**config.mk**
```make
export PLATFORM = sky130hd
export DESIGN_NAME = gbt_emit
export DESIGN_NICKNAME = d
export VERILOG_FILES = /design/src/hw/rtl/graph_bfs_dfs_traversal_defines.svh /design/src/hw/rtl/gbt_pkg.sv /design/src/hw/rtl/gbt_emit.sv
export SDC_FILE = /design/constraint.sdc
export NUM_CORES = 1
export LEC_CHECK = 0
export ABC_AREA = 1
export BUFFER_PORTS_ARGS = -buffer_cell sky130_fd_sc_hd__buf_2
export CAP_MARGIN = 20
export CORE_MARGIN = 2
export CORE_UTILIZATION = 57
export CTS_CLUSTER_DIAMETER = 80
export CTS_CLUSTER_SIZE = 10
export DETAILED_ROUTE_END_ITERATION = 8
export PLACE_DENSITY = 0.72
export SETUP_SLACK_MARGIN = 0.05
export SLEW_MARGIN = 20
export SYNTH_ARGS = -nofsm -noshare
export SYNTH_HDL_FRONTEND = slang
export SYNTH_SLANG_ARGS = --single-unit
```
**constraint.sdc**
```tcl
create_clock -name clock -period 2.6 [get_ports clock]
set_input_delay 0 -clock clock [delete_from_list [all_inputs] [get_ports clock]]
set_output_delay 0 -clock clock [all_outputs]
set_load 0.02 [all_outputs]
```
**src/hw/rtl/graph_bfs_dfs_traversal_defines.svh**
```systemverilog
// Assertion macros shared by the graph walker RTL.
// Used by graph_bfs_dfs_traversal.sv; expects signals clock and reset in scope.
`ifndef GRAPH_BFS_DFS_TRAVERSAL_DEFINES_SVH
`define GRAPH_BFS_DFS_TRAVERSAL_DEFINES_SVH

// same-cycle implication, checked outside reset
`define GBT_ASSERT_IMP(lbl, ante, cons) \
   lbl: assert property (@(posedge clock) disable iff (reset) (ante) |-> (cons)) \
      else $error("graph walker: same-cycle check failed");

// next-cycle implication, checked outside reset
`define GBT_ASSERT_NXT(lbl, ante, cons) \
   lbl: assert property (@(posedge clock) disable iff (reset) (ante) |=> (cons)) \
      else $error("graph walker: next-cycle check failed");

`endif

```
**src/hw/rtl/gbt_pkg.sv**
```systemverilog
// Shared constants and types of the graph walker.
// No dependencies; used by gbt_emit and graph_bfs_dfs_traversal.
package gbt_pkg;

   localparam int MAX_VERTICES_DEF = 64;
   localparam int MAX_EDGES_DEF    = 256;
   localparam int VERTEX_W         = 6;
   localparam int LIMIT_W          = 7;

   localparam logic [1:0] CMD_ADD_EDGE = 2'd0;
   localparam logic [1:0] CMD_BFS      = 2'd1;
   localparam logic [1:0] CMD_DFS      = 2'd2;
   localparam logic [1:0] CMD_NOP      = 2'd3;

   localparam logic REG_NUM_VERTICES = 1'b0;
   localparam logic REG_START_VERTEX = 1'b1;

   typedef struct packed {
      logic start;
      logic complete;
      logic dropped;
   } emit_ctl_type;

endpackage

```
**src/hw/rtl/gbt_emit.sv**
```systemverilog
// Result emitter: holds the visit order of a walk and plays it out, one item a cycle.
// Depends on gbt_pkg.
module gbt_emit #(
   parameter int MAX_VERTICES = gbt_pkg::MAX_VERTICES_DEF,
   parameter int AW = $clog2(MAX_VERTICES),
   parameter int CW = $clog2(MAX_VERTICES + 1)
) (
   input  logic                          clock,
   input  logic                          reset,
   input  logic                          visit_we,
   input  logic [AW-1:0]                 visit_addr,
   input  logic [gbt_pkg::VERTEX_W-1:0]  visit_data,
   input  gbt_pkg::emit_ctl_type         ctl,
   input  logic [CW-1:0]                 count,
   output logic                          busy,
   output logic                          rsp_valid,
   output logic [gbt_pkg::VERTEX_W-1:0]  rsp_vertex,
   output logic                          rsp_last,
   output logic                          rsp_complete,
   output logic                          rsp_edges_dropped
);
   import gbt_pkg::*;

   logic [VERTEX_W-1:0] visit_mem [MAX_VERTICES];
   logic [VERTEX_W-1:0] rd_ff;
   logic [CW-1:0]       k_ff, k_in, total_ff;
   logic                run_ff, pend_ff, last_ff, complete_ff, dropped_ff;
   logic                final_rd;

   assign k_in     = k_ff + CW'(1);
   assign final_rd = (k_in == total_ff);

   always_ff @(posedge clock) begin
      if (visit_we) begin
         visit_mem[visit_addr] <= visit_data;
      end
      rd_ff <= visit_mem[k_ff[AW-1:0]];
   end

   always_ff @(posedge clock) begin
      if (reset) begin
         run_ff  <= 1'b0;
         pend_ff <= 1'b0;
         k_ff    <= '0;
      end else begin
         pend_ff <= run_ff;
         if (ctl.start) begin
            run_ff      <= 1'b1;
            k_ff        <= '0;
            total_ff    <= count;
            complete_ff <= ctl.complete;
            dropped_ff  <= ctl.dropped;
         end else if (run_ff) begin
            k_ff    <= k_in;
            last_ff <= final_rd;
            if (final_rd) begin
               run_ff <= 1'b0;
            end
         end
      end
   end

   assign busy              = run_ff | pend_ff;
   assign rsp_valid         = pend_ff;
   assign rsp_vertex        = rd_ff;
   assign rsp_last          = last_ff;
   assign rsp_complete      = complete_ff;
   assign rsp_edges_dropped = dropped_ff;

endmodule

```
[Word level (Yosys, flattened, before mapping)]
Memory sizes are Yosys's and may differ from the RTL's. A register that Yosys moved wholly into a read port is not among the register bits.
Index checks and enable logic that the tools add are counted.
Word-level totals
  bits in registers: 19
  bits in latches: 0
  RAM bits: 384
  ROM bits: 0
  input port bits: 25
  output and inout port bits: 11
  word-level logic and storage cells: 21
  memories kept: 1
Memories
  visit_mem: words 64, width 6, rd ports 1, clocked after Yosys merged registers in 1, wr ports 1, line gbt_emit.sv:24  | logic [VERTEX_W-1:0] visit_mem [MAX_VERTICES];
Operators by class
  $add $sub $neg: 1
  multipliers: 0
  divide/modulo/power cells: 0
  $lt $le $gt $ge: 0
  equality and inequality tests: 1
  shifts and indexed selects: 0
  multiplexer cells: 5
  bitwise operators: 3
  reductions and logical operators: 3
Operators with widths (count)
  7-bit by 1-bit adder with 7-bit output (second input constant): 1
  7-bit == test: 1
  1-bit 2-to-1 mux: 5
  3-bit AND reduction: 1
  1-bit NOT: 2
  2-bit AND reduction: 1
  2-bit OR reduction: 1
  1-bit bitwise OR: 1

[Longest topological paths before layout]
  word-level depth: 5
  gate-level depth with buffers: 12
  mapped depth without buffers: 12

[Least setup slack after synthesis]
OpenSTA, ideal clock, no wires.
  kind: input -> register
  start: input port visit_we
  end: memory visit_mem[48][0], enable pin
  setup time: 386 ps
  arrival: 1183 ps
  required time: 2214 ps
  slack: 1031 ps
  cell stages on the path: 3
  buffers on the path: 1
  cell sequence: clkbuf_1 > nand4_1 > nor4_1
Between the ends
  word-level cells in the longest chain between the ends: 2
Ends and longest elaborated chain
  start, declared: line gbt_emit.sv:10  | input logic visit_we,
  1-bit 2-to-1 mux: line gbt_emit.sv:34  | if (visit_we) begin
  1-bit 2-to-1 mux (not written as such): line gbt_emit.sv:35  | visit_mem[visit_addr] <= visit_data;
  end, declared: line gbt_emit.sv:24
No other way between the ends.

==> results.tsv <==
metric	value	unit
Net count, final	1588	
Port-buffer cells	35	
IO Count	36	
largest net degree at the start of global routing	112	
fmax	0.4727	GHz
RSZ-0062 raised after global routing	false	
die width	176.0	microns
critical path, cell by cell	buf_12 -> buf_4 -> nand3_1 -> nand3_1 -> nand2_1 -> nand2_1 -> nand3_1 -> nand3_1 -> nand2_1	
NetSw	3.027	mW
DRT Pass-1 Iters	6	
outcome	completed	
root buf cell	clkbuf_16	
cell row count	62	
vias in the first global route	11151	
most frequent CP cell	nand3_1	
synthesized cell area	16860	sq um
first-pass GRT wire length	62.29	mm
type of the tightest min-delay check	input pin to register	
routed via count	11428	
Critical Path Slowest Stage Cell	buf_4	
clock buffer count from CTS	46	
Relative slew margins	39.53	%
area of the multi-input gates	4085	sq um
Worst-Skew Late Latency	540	ps
Max IR drop VDD	530.9	uV
Fin. Hold Viols	0	
maxcap violations	0	
Register Area	12140	sq um
worst-path maximum fanout	58	
Flop pwr share	52.9	%
drt initial violations	1204	
CTS Sinks	409	
Setup Total Neg Slack	0	ps
Initial Utilization	58.27	%
Net Count, Synth	1499	
Tmin final	2115	ps
fraction of layout cells with a size suffix above 1	10.75	%
initial antenna violation count	4	
Top Family by Delay on Critical Path	simple AND/OR/NAND/NOR gates	
DRC viols	0	
die area	30970	sq um
placed cell areas	17700	sq um
fill count	2131	
worst hold margin	50.99	ps
DP Worst Slack	540.0	ps
H-tree Lvls	2	
Switching Fraction	21.84	%
Synth-to-Final Area Change	13.27	%
post-route cell area	19100	sq um
CTS tree	built	
Startpoint Class	register	
overall power	13.86	mW
number of distinct library cells after synthesis	23	
clk slew on worst S/H paths	60	ps
core area	28940	sq um
Final period util	81.36	%
number of buffers and inverters on the critical path	2	
final worst slack	484.6	ps
# placed instances	1884	
synthesis warning total	0	
gr ovfl total	0	
Die H	176.0	microns
Total GRT Usage	26.71	%
HPWL after DPL	24.22	mm
#FFs+latches synth	409	
Clk pwr share	40.4	%
kind of critical path	register to register	
Combinational Power Share	6.6	%
LEAKAGE	7.029	nW
max incr delay on CP	500	ps
vias per cell	5.810	
final max-slew violation count	0	
CTS Buffer Depth	3	
Clock Skew	25.76	ps
Core Util, Final	66.00	%
syn_area_per_cell	11.45	sq um
register area share after synthesis	71.95	%
Slew @ Worst Pin	907.1	ps
routed len/inst	20.70	microns
cells after synthesis	1473	
PD cells	725.7	nW/um^2
Worst Path Required	3020	ps
Worst Setup End Kind	register	
Post-Layout Cell Count	1967	
WP data arrival	2540	ps
total routed wirelength	40.72	mm
Internal Power	10.83	mW
Final ANT Viol Nets	0	
Final GP Congestion	0.8780	
Setup Viol. Count Final	0	
## registers in the layout (all words and copies together) (netlist names)
name / cells
total_ff: 7
rsp_edges_dropped: 1
rsp_valid: 1
rsp_vertex: 6
run_ff: 1
k_ff: 7
rsp_complete: 1
rsp_last: 1
visit_mem: 384
## cells in the mapped netlist (all sizes together)
cell type	n	area share [%]
nand2	507	11
edfxtp	394	70
nand3	338	10
buf	72	2.9
nor2	65	1.4
inv	26	0.61
clkbuf	16	0.36
dfxtp	15	1.8
nand4	10	0.37
o21ai	9	0.27
nor4	8	0.30
a21oi	7	0.21
xnor2	2	0.10
xor2	2	0.10
ha	1	0.074
or2	1	0.037
## power by group through the flow
stage | combinational (mW) | clock, mW | sequential [mW]
floorplan | 0.519 | 0 | 7.48
global placement | 0.878 | 0 | 7.47
detailed placement | 0.888 | 0 | 7.47
CTS | 0.908 | 5.65 | 7.34
global route | 1.00 | 5.90 | 7.34
finish | 0.917 | 5.61 | 7.34
## timing repair
| action | 4_1_cts | 5_1_grt |
|---|---|---|
| buffers inserted | 0 | 0 |
| gates resized for setup | 0 | 0 |
| hold buffers | 14 | 0 |
| hold endpoints to repair | 85 | 0 |
## worst min-delay path, stage by stage
cell,delay (ps)
buf_2,170
nor4_1,70
buf_4,170
## cells in the final DEF, fill, tap and decap left out, types with 7 or more instances in the layout
master | synthesis | layout
inv_1 | 23 | 23
buf_12 | 0 | 9
buf_4 | 13 | 71
nand4_1 | 10 | 10
clkbuf_16 | 0 | 47
nand3_1 | 338 | 338
buf_2 | 37 | 35
dfxtp_1 | 15 | 12
nand2_1 | 507 | 507
nor2_1 | 65 | 65
a21oi_1 | 7 | 7
dlygate4sd3_1 | 0 | 14
edfxtp_1 | 394 | 394
nor4_1 | 8 | 8
clkbuf_1 | 16 | 19
o21ai_0 | 8 | 8
## final cells by class
class	instances	area share, %
tap	384	2.516
clock buffer	66	6.532
clock inverter	1	0.04586
sequential	409	63.57
inverter	26	0.5372
multi-input combinational	950	21.39
timing repair buffer	129	5.385
antenna	2	0.02621
## logic make-up after synthesis
group           share of synthesized area, %
simple gates                           23.47
flops                                  71.95
buf+inv                                3.822
compound gates                        0.4749
xor+xnor                              0.2078
fa+ha+maj                            0.07419
## path summary, 6_finish.rpt
path / startpoint / to / slack [ps] / cells after the start
setup / recovery: k_ff[1] / rsp_vertex[3] / 480 / 9
hold / removal: visit_addr[0] / visit_mem[50][5] / 50 / 3
setup reg to reg: k_ff[1] / rsp_vertex[3] / 480 / 9
hold reg to reg: run_ff / k_ff[2] / 560 / 1
## routing by layer
metal	wire length, microns	GRT usage [%]	share of wire (%)	vias to the layer above
li1	-	-	-	5322
met1	16220	36.15	40	5460
met2	19230	42.57	47	550
met3	4056	6.675	10	94
met4	1191	9.607	2.9	2
met5	14	0	0.034	-
No activity file was read; power rests on OpenSTA's default activity.
